**src/rtl/uvs_pkg.sv**
```systemverilog
// ----------------------------------------------------------------------------
// uvs_pkg
// shared constants, types and the arctangent table of the sphere generator
// ----------------------------------------------------------------------------
package uvs_pkg;

  localparam int MAX_BANDS_DEF   = 255;
  localparam int ANGLE_ITER_DEF  = 16;
  localparam int ATAN_LEN        = 24;

  localparam int DIV_W   = 40;
  localparam int DEN_W   = 9;
  localparam int CORD_W  = 33;
  localparam int NLANE   = 4;

  localparam logic [30:0] HALF_PI_Q30 = 31'd1686629713;
  localparam logic [31:0] GAIN_Q30    = 32'd652032874;
  localparam logic [31:0] ONE_Q30     = 32'd1073741824;

  typedef enum logic [1:0] {
    REG_STACK_COUNT = 2'd0,
    REG_SLICE_COUNT = 2'd1
  } cfg_reg_t;

  typedef struct packed {
    logic        in_range;
    logic        has_quad;
    logic [15:0] tl;
    logic [15:0] bl;
  } side_t;

  typedef struct packed {
    side_t       side;
    logic [1:0]  quad_p;
    logic [1:0]  quad_t;
    logic [16:0] tex_u;
    logic [16:0] tex_v;
  } ext_t;

  function automatic logic [31:0] atan_q30(input int k);
    logic [31:0] a;
    case (k)
      0:  a = 32'd843314856;
      1:  a = 32'd497837829;
      2:  a = 32'd263043836;
      3:  a = 32'd133525158;
      4:  a = 32'd67021686;
      5:  a = 32'd33543515;
      6:  a = 32'd16775850;
      7:  a = 32'd8388437;
      8:  a = 32'd4194282;
      9:  a = 32'd2097149;
      10: a = 32'd1048575;
      11: a = 32'd524287;
      12: a = 32'd262143;
      13: a = 32'd131071;
      14: a = 32'd65535;
      15: a = 32'd32767;
      16: a = 32'd16383;
      17: a = 32'd8191;
      18: a = 32'd4095;
      19: a = 32'd2047;
      20: a = 32'd1023;
      21: a = 32'd511;
      22: a = 32'd255;
      23: a = 32'd127;
      default: a = 32'd0;
    endcase
    return a;
  endfunction

endpackage

```
**src/rtl/uvs_div_cell.sv**
```systemverilog
// ----------------------------------------------------------------------------
// uvs_div_cell
// one restoring division step, registered, handing its word to the next cell
// ----------------------------------------------------------------------------
module uvs_div_cell (
  input  logic                        clk,
  input  logic                        en,
  input  logic [uvs_pkg::DIV_W-1:0]   dq_i,
  input  logic [uvs_pkg::DEN_W-1:0]   rem_i,
  input  logic [uvs_pkg::DEN_W-1:0]   den_i,
  output logic [uvs_pkg::DIV_W-1:0]   dq_o,
  output logic [uvs_pkg::DEN_W-1:0]   rem_o,
  output logic [uvs_pkg::DEN_W-1:0]   den_o
);

  logic [uvs_pkg::DEN_W:0]   trial;
  logic [uvs_pkg::DEN_W:0]   diff;
  logic                      qbit;
  logic [uvs_pkg::DEN_W-1:0] rem_nxt;

  always_comb begin
    trial   = {rem_i, dq_i[uvs_pkg::DIV_W-1]};
    diff    = trial - {1'b0, den_i};
    qbit    = (trial >= {1'b0, den_i});
    rem_nxt = qbit ? diff[uvs_pkg::DEN_W-1:0] : trial[uvs_pkg::DEN_W-1:0];
  end

  always_ff @(posedge clk) begin
    if (en) begin
      dq_o  <= {dq_i[uvs_pkg::DIV_W-2:0], qbit};
      rem_o <= rem_nxt;
      den_o <= den_i;
    end
  end

endmodule

```
**config.mk**
```make
export PLATFORM = sky130hd
export DESIGN_NAME = uvs_div_cell
export DESIGN_NICKNAME = d
export VERILOG_FILES = /design/src/rtl/uvs_pkg.sv /design/src/rtl/uvs_div_cell.sv
export SDC_FILE = /design/constraint.sdc
export NUM_CORES = 1
export LEC_CHECK = 0
export ABC_AREA = 1
export BUFFER_PORTS_ARGS = -buffer_cell sky130_fd_sc_hd__buf_2
export CORE_ASPECT_RATIO = 1.25
export CORE_MARGIN = 5
export CORE_UTILIZATION = 40
export CTS_BUF_LIST = sky130_fd_sc_hd__clkbuf_4 sky130_fd_sc_hd__clkbuf_8
export DETAILED_ROUTE_END_ITERATION = 8
export PLACE_DENSITY = 0.75
export SETUP_SLACK_MARGIN = 0.2
export SLEW_MARGIN = 10
export SYNTH_ARGS = -nofsm -noshare
export SYNTH_HDL_FRONTEND = slang
export SYNTH_SLANG_ARGS = --single-unit
```
**constraint.sdc**
```tcl
create_clock -name clk -period 4.35 [get_ports clk]
set_clock_uncertainty 0.15 [all_clocks]
set_input_delay 0.435 -clock clk [delete_from_list [all_inputs] [get_ports clk]]
set_output_delay 0.435 -clock clk [all_outputs]
set_load 0.02 [all_outputs]
```
==> impl_metrics.tcl <==
set metrics [dict create \
    cts-resized-gates 0 \
    numPortBuffers 117 \
    start_util_pct 41.3 \
    drt_pass1_iterations 5 \
    synth_nets 254 \
    wl_um 5720 \
    clk_pin_slew_ps 60 \
    pwr-share-comb_pct 17.4 \
    switchingPower_mw 0.367 \
    syn_avg_cell_area_um2 13.1 \
    arrival_ps 1880 \
    p_int_mw 1.02 \
    grt_max_degree 40 \
    syn_area_um2 2400 \
    critPathRequiredTime_ps 4270 \
    dp_hpwl_um 4540 \
    critPathLaunchType "input pin" \
    async_flop_share_pct 0 \
    cts_buffers 9 \
    fp.dieW_um 79.3 \
    fp-row-count 31 \
    die-area_um2 7670 \
    antenna_found_initial 0 \
    wl_met3_um 623 \
    area_delta_synth_final_pct 35.8 \
    drtIter0Drc 78 \
    yosysWarnings 0 \
    cp-end-kind "flop" \
    status "completed" \
    grt_pass1_vias 1868 \
    clockBufferDepth 2 \
    synth_top_area_cell "edfxtp_1" \
    grt_pass1_wl_um 9080 \
    synth_top_area_share_pct 72.5 \
    hold_violations 0 \
    syn_inst 184 \
    finalCriticalPeriod_ps 1960 \
    wire_per_inst_um 14.9 \
    dp.cells 367 \
    whs_ps 135 \
    synth_ff_type "edfxtp_1" \
    fillers 487 \
    wl_met2_um 2900 \
    post_cts_buffers 0 \
    rsz0062_at_grt "false" \
    vias_per_cell 4.77 \
    postRouteAntennaNets 0 \
    post-route-period-util_pct 45.0 \
    p_sw_share_pct 26.4 \
    worst_slew_pin_slew_ps 848 \
    power_frac_clock_pct 33.3 \
    gp_congestion 0.866 \
    yosysUniqueCellTypes 18 \
    root_buffer "clkbuf_8" \
    place_ws_ps 2090 \
    pwr-share-seq_pct 49.3 \
    diodes 0 \
    synth-seq-cells 58 \
    wl_met1_um 2170 \
    multiInputGateArea_um2 559 \
    power.leakage_nw 1.58 \
    final.setup.worst_slack_ps 2390 \
    regArea_um2 1740 \
    grt-ovfl-total 0 \
    path_class "in2reg" \
    slew_violations 0 \
    setup_viol 0 \
    cts-hold-fix-buffers 0 \
    max_freq_ghz 0.510 \
    placed_area_um2 3070 \
    drc 0 \
    holdPathEnd "dq_o[27]" \
    p_total_mw 1.39 \
    clkSinkCount 58 \
    postLayoutCellArea_um2 3260 \
    critPathMaxFanout 10 \
    die_y_um 96.7 \
    hold_depth 1 \
    hold_class "in2reg" \
    synth-edff-count 58 \
    setup-tns-final_ps 0 \
    min-delay-start "dq_i[26]" \
    post-route-util_pct 56.1 \
    synth_most_common_cell "edfxtp_1" \
    max-slew-margin-rel_pct 43.5 \
    pwr_density_cell_nw_per_um2 426 \
    finalNetCount 382 \
    cts_tree "built" \
    io_pins 118 \
    core-area_um2 5820 \
    vias 1828 \
    cts_max_level 3 \
    synth.area.top_cells "edfxtp_1 72%, nand2_1 8.0%, ha_1 4.7%" \
    stdcell_count 383 \
    ys_top_cells_by_count "58 x edfxtp_1, 51 x nand2_1, 25 x inv_1, 17 x nand3_1, 9 x ha_1" \
    ir_drop_uv 173 \
    maxCapViolations 0 \
    grtUsageTotal_pct 15.4 \
    drive_above_1_share_pct 44.2 \
    ys_seq_area_share_pct 72.5 \
    top_layer_used "met4" \
]
-- cell families (layout without fill, tap and decap cells) --
| kind of cell | count (synthesis) | after routing | synth area share (%) |
|---|---|---|---|
| adder cells (fa/ha/maj) | 10 | 10 | 5.52 |
| flip-flops | 58 | 58 | 72.5 |
| buffers and inverters | 27 | 160 | 4.27 |
| AND/OR/NAND/NOR | 81 | 81 | 15.0 |
| XOR/XNOR | 3 | 3 | 1.09 |
| AO/OA/AOI/OAI | 5 | 5 | 1.67 |
-- state kept, by name (all words and copies together) (netlist names) --
| register | count |
|---|---|
| den_o | 9 |
| dq_o | 40 |
| rem_o | 9 |
-- cell type report --
class / count / share of cell area [%]
flip-flops and latches: 58 / 53.4
multi-input cells: 99 / 17.1
well taps: 66 / 2.53
clock buffers: 10 / 4.03
repair buffers: 118 / 18.2
inverters: 26 / 2.99
clock inverters: 6 / 1.76
-- power groups by stage --
stage | clock (mW) | combinational (mW) | sequential, mW
2_1_floorplan | 0 | 0.0732 | 0.765
3_3_place_gp | 0 | 0.238 | 0.697
6_report | 0.463 | 0.242 | 0.686
4_1_cts | 0.475 | 0.245 | 0.686
5_1_grt | 0.502 | 0.267 | 0.689
3_5_place_dp | 0 | 0.244 | 0.698
-- cells in the final DEF (no fill, tap or decap), drive strengths merged --
master  count
nand3      17
buf       118
clkbuf     10
fa          1
edfxtp     58
xor2        3
clkinv      6
a21oi       5
bufinv      1
nand2      55
nor2        5
nand4       2
nand3b      1
ha          9
inv        25
nor3        1
-- routing by layer --
| metal | GRT usage (%) | up-vias |
|---|---|---|
| met1 | 17.1 | 848 |
| li1 | - | 882 |
| met5 | 0 | - |
| met2 | 26.5 | 96 |
| met4 | 5.16 | 0 |
| met3 | 6.32 | 2 |
-- worst max-delay path by stage --
stage,from,end,slack (ps),depth (start not counted)
finish,dq_i[39],rem_o[4],2390,11
global route,dq_i[39],rem_o[5],2280,11
CTS,dq_i[39],rem_o[7],2430,11
detailed placement,dq_i[39],rem_o[5],2090,11
global placement,dq_i[39],rem_o[8],2130,11
floorplan,dq_i[39],rem_o[7],2360,10
-- critical path: stages --
cell and delay [ps]:
buf_2 100, inv_1 50, ha_1 140, inv_1 70, fa_1 410, nand4_1 160
nand2_2 90, nand2_4 140, nand2_4 120, nand2_1 90, nand2_1 50
No activity file was read; power rests on OpenSTA's default activity.
