$ cat config.mk
export PLATFORM = sky130hd
export DESIGN_NAME = uvs_cordic_cell
export DESIGN_NICKNAME = d
export VERILOG_FILES = /design/src/rtl/uvs_pkg.sv /design/src/rtl/uvs_cordic_cell.sv
export SDC_FILE = /design/constraint.sdc
export NUM_CORES = 1
export LEC_CHECK = 0
export ABC_AREA = 1
export BUFFER_PORTS_ARGS = -buffer_cell sky130_fd_sc_hd__buf_2
export CAP_MARGIN = 20
export CORE_AREA = 2 2 191 193
export CTS_CLUSTER_SIZE = 16
export DETAILED_ROUTE_END_ITERATION = 10
export DIE_AREA = 0 0 193 195
export GPL_ROUTABILITY_DRIVEN = 0
export SLEW_MARGIN = 20
export SYNTH_ARGS = -nofsm -noshare
export SYNTH_HDL_FRONTEND = slang
export SYNTH_SLANG_ARGS = --single-unit
$ cat constraint.sdc
create_clock -name clk -period 4 [get_ports clk]
set_clock_uncertainty 0.05 [all_clocks]
set_input_delay 0.8 -clock clk [delete_from_list [all_inputs] [get_ports clk]]
set_output_delay 0.8 -clock clk [all_outputs]
set_load 0.01 [all_outputs]
$ cat src/rtl/uvs_pkg.sv
// ----------------------------------------------------------------------------
// uvs_pkg
// shared constants, types and the arctangent table of the sphere generator
// ----------------------------------------------------------------------------
package uvs_pkg;

  localparam int MAX_BANDS_DEF   = 255;
  localparam int ANGLE_ITER_DEF  = 16;
  localparam int ATAN_LEN        = 24;

  localparam int DIV_W   = 40;
  localparam int DEN_W   = 9;
  localparam int CORD_W  = 33;
  localparam int NLANE   = 4;

  localparam logic [30:0] HALF_PI_Q30 = 31'd1686629713;
  localparam logic [31:0] GAIN_Q30    = 32'd652032874;
  localparam logic [31:0] ONE_Q30     = 32'd1073741824;

  typedef enum logic [1:0] {
    REG_STACK_COUNT = 2'd0,
    REG_SLICE_COUNT = 2'd1
  } cfg_reg_t;

  typedef struct packed {
    logic        in_range;
    logic        has_quad;
    logic [15:0] tl;
    logic [15:0] bl;
  } side_t;

  typedef struct packed {
    side_t       side;
    logic [1:0]  quad_p;
    logic [1:0]  quad_t;
    logic [16:0] tex_u;
    logic [16:0] tex_v;
  } ext_t;

  function automatic logic [31:0] atan_q30(input int k);
    logic [31:0] a;
    case (k)
      0:  a = 32'd843314856;
      1:  a = 32'd497837829;
      2:  a = 32'd263043836;
      3:  a = 32'd133525158;
      4:  a = 32'd67021686;
      5:  a = 32'd33543515;
      6:  a = 32'd16775850;
      7:  a = 32'd8388437;
      8:  a = 32'd4194282;
      9:  a = 32'd2097149;
      10: a = 32'd1048575;
      11: a = 32'd524287;
      12: a = 32'd262143;
      13: a = 32'd131071;
      14: a = 32'd65535;
      15: a = 32'd32767;
      16: a = 32'd16383;
      17: a = 32'd8191;
      18: a = 32'd4095;
      19: a = 32'd2047;
      20: a = 32'd1023;
      21: a = 32'd511;
      22: a = 32'd255;
      23: a = 32'd127;
      default: a = 32'd0;
    endcase
    return a;
  endfunction

endpackage

$ cat src/rtl/uvs_cordic_cell.sv
// ----------------------------------------------------------------------------
// uvs_cordic_cell
// one rotation-mode cordic step, registered
// ----------------------------------------------------------------------------
module uvs_cordic_cell #(
  parameter int STEP = 0
) (
  input  logic                              clk,
  input  logic                              en,
  input  logic signed [uvs_pkg::CORD_W-1:0] x_i,
  input  logic signed [uvs_pkg::CORD_W-1:0] y_i,
  input  logic signed [uvs_pkg::CORD_W-1:0] z_i,
  output logic signed [uvs_pkg::CORD_W-1:0] x_o,
  output logic signed [uvs_pkg::CORD_W-1:0] y_o,
  output logic signed [uvs_pkg::CORD_W-1:0] z_o
);

  localparam logic signed [uvs_pkg::CORD_W-1:0] ATAN =
    {1'b0, uvs_pkg::atan_q30(STEP)};

  logic signed [uvs_pkg::CORD_W-1:0] xs, ys;

  always_comb begin
    xs = x_i >>> STEP;
    ys = y_i >>> STEP;
  end

  always_ff @(posedge clk) begin
    if (en) begin
      if (!z_i[uvs_pkg::CORD_W-1]) begin
        x_o <= x_i - ys;
        y_o <= y_i + xs;
        z_o <= z_i - ATAN;
      end else begin
        x_o <= x_i + ys;
        y_o <= y_i - xs;
        z_o <= z_i + ATAN;
      end
    end
  end

endmodule

==> reports/metrics.yaml <==
outcome:
  status: "finished clean"
routing:
  ant_nets: 0
  wirelength_um: 40700
  vias_per_cell: 4.97
  drc: 0
  drtIter0Drc: 1175
  drt-pass1-iter-count: 6
  wl_per_cell_um: 15.4
  routed-via-count: 13200
critical_path:
  cp_data_arrival_time_ns: 2.86
  cpPeakStageDelay_ns: 0.42
  critical_path.top_delay_family: "simple AND/OR/NAND/NOR gates"
  required_ns: 4.08
  timing.critical_path.from: "z_i[32]"
  critPathSlowestCell: "ha_1"
  critical_path_class: "input pin to flop"
  worst-path-buf-inv: 2
  cp-start-kind: "input pin"
  crit_path_max_fanout: 16
  cp_cell_sequence: "buf_2 -> inv_2 -> ha_1 -> nand2_1 -> nor2_1 -> nand2_1 -> nand2_1 -> nand2_1 -> nand2_1 -> nand4_1 -> nand3_1 -> nand2_1"
  endpoint: "z_o[30]$_DFFE_PP_"
  crit_top_cell: "nand2_1"
  crit_path_end_kind: "flop"
  worst-path-stages: 12
finish:
  seqCellArea_mm2: 0.00294
  syn_to_final_growth_pct: 13.4
  multiInputGateArea_mm2: 0.00768
  final_util_pct: 39.4
  final_nets: 2413
  final_layout_size_suffix_gt1_share_pct: 10.6
  n_fill_cell: 3915
  diodes: 0
global_routing:
  grt_max_degree: 70
  grt-ovfl-total: 0
  track_usage_pct: 21.5
  grt_pass1_wl_um: 63200
  grt_pass1_vias: 12400
  antenna_found_initial: 0
clock_network:
  tritoncts: "yes"
  cts_setup_buffers: 0
  cts_sinks: 98
  cts.path.max_buffers: 2
  cts_resized: 0
  cts_root_buf: "clkbuf_16"
  cts_htree_levels: 3
  path_clk_slew_ns: 0.08
  cts_hold_buf: 0
  numCtsBuffers: 9
die:
  design.core.area_mm2: 0.0354
  dieArea_mm2: 0.0376
  initial_core_util_pct: 34.8
  die_h_um: 195
  io_pins: 200
  rows: 69
  die_x_um: 193
sta:
  period_needed_ns: 2.77
  hold_viol_final: 0
  slew_viol_final: 0
  relSlewSlack_pct: 48.0
  fmax_mhz: 361
  setup_viol: 0
  fin_crit_sh_pct: 69.3
  fin_setup_tns_ns: 0
  worst_pin_slew_ns: 0.779
  rsz0062_at_grt: "no"
synth:
  syn_area_per_cell_um2: 6.11
  syn_area_mm2: 0.0123
  synth_nets: 2244
  yosys_warnings: 0
  synth_cells: 2015
  synth_edf_count: 98
  synthDistinctLibCells: 37
  yosysSeqAreaShare_pct: 23.9
  async_flop_share_pct: 0
  ys_ff_latch: 98
  ys.flop_type: "edfxtp_1"
placed_design:
  io_buffers: 199
  hpwl_um: 34200
flow_run:
  cap_violations: 0
power_and_ir_drop:
  p_total_mw: 4.07
  ir_worst_vdd_mv: 0.207
  p_leak_nw: 7.82
  power_density_mw_per_mm2: 292
hold_path:
  hold_class: "input pin to flop"
[routing by layer]
layer | GRT usage (%) | share of wire [%]
met1 | 28.8 | 44
met2 | 35.2 | 45
met3 | 2.61 | 7.3
met4 | 8.33 | 3.6
met5 | 0 | 0
[cell usage after synthesis (2+ instances only)]
library cell	number	area, um^2
a21oi_1	111	556
clkbuf_1	11	41.3
fa_1	4	80.1
inv_1	376	1410
nand2_1	743	2790
o31ai_1	2	15.0
o22ai_1	4	25.0
ha_1	124	1550
xor2_1	41	359
nor2_1	147	552
o21a_1	5	37.5
edfxtp_1	98	2940
xnor2_1	4	35.0
buf_4	18	135
a21o_1	4	30.0
nor3_2	4	40.0
a31oi_1	5	31.3
nand2_2	4	25.0
nor3_1	14	70.1
buf_2	13	65.1
o21bai_1	11	82.6
nor2_2	3	18.8
nand4_1	27	169
nand3_1	175	876
o21ai_0	55	275
[metrics by stage]
stage | instances | setup WS [ns] | hold slack, ns | area (um^2)
detailed placement | 2634 | 0.817 | 0.929 | 13700
floorplan | 2015 | 1.13 | 0.849 | 12300
finish | 2650 | 1.23 | 0.538 | 14000
CTS | 2650 | 1.21 | 0.524 | 14000
global route | 2650 | 0.972 | 0.527 | 14000
global placement | 2634 | 0.829 | 0.928 | 13700
[state kept, by name, summed over array words and instances, names as in the netlist]
signal  count
z_o        33
x_o        32
y_o        33
[final cells by class]
class,count,share of cell area [%]
Clock buffer,9,1.61
Inverter,378,10.2
Timing Repair Buffer,202,7.41
Tap cell,461,4.13
Clock inverter,7,0.547
Multi-Input combinational cell,1495,55.0
Sequential cell,98,21.1
[power breakdown]
part	leakage, nW	switching (mW)	internal, mW
combinational	6.71	1.20	0.571
clock	0.150	0.434	0.492
sequential	0.958	0.0512	1.33
[worst min path at each step]
| stage | start | endpoint | slack, ns | depth (start not counted) |
|---|---|---|---|---|
| global route | z_i[2] | z_o[2]$_DFFE_PP_ | 0.53 | 1 |
| floorplan | z_i[0] | z_o[0]$_DFFE_PP_ | 0.85 | 0 |
| CTS | z_i[2] | z_o[2]$_DFFE_PP_ | 0.52 | 1 |
| detailed placement | z_i[1] | z_o[1]$_DFFE_PP_ | 0.93 | 1 |
| global placement | z_i[0] | z_o[0]$_DFFE_PP_ | 0.93 | 1 |
| finish | z_i[2] | z_o[2]$_DFFE_PP_ | 0.54 | 1 |
[cells by family after synthesis]
| logic type | Yosys count | synth area share [%] |
|---|---|---|
| adders and majority gates | 128 | 13.3 |
| AOI/OAI and AO/OA | 201 | 8.79 |
| DFF | 98 | 23.9 |
| xor gates and xnor gates | 45 | 3.20 |
| and+or+nand+nor | 1121 | 37.1 |
| buffers and inverters | 422 | 13.7 |
[cells in the final DEF (no fill, tap or decap), types with 4 or more instances in the layout]
cell type and count:
a21o_1 4, a21oi_1 111, a31oi_1 5, buf_2 198
clkbuf_16 9, edfxtp_1 98, fa_1 4, ha_1 124
inv_1 376, nand2_1 743, nand2_2 4, nand3_1 175
nand4_1 27, nor2_1 147, nor3_1 14, nor3_2 4
o21a_1 5, o21ai_0 55, o21bai_1 11, o22ai_1 4
xnor2_1 4, xor2_1 41
Note: power is estimated with default switching activity, not from simulation.
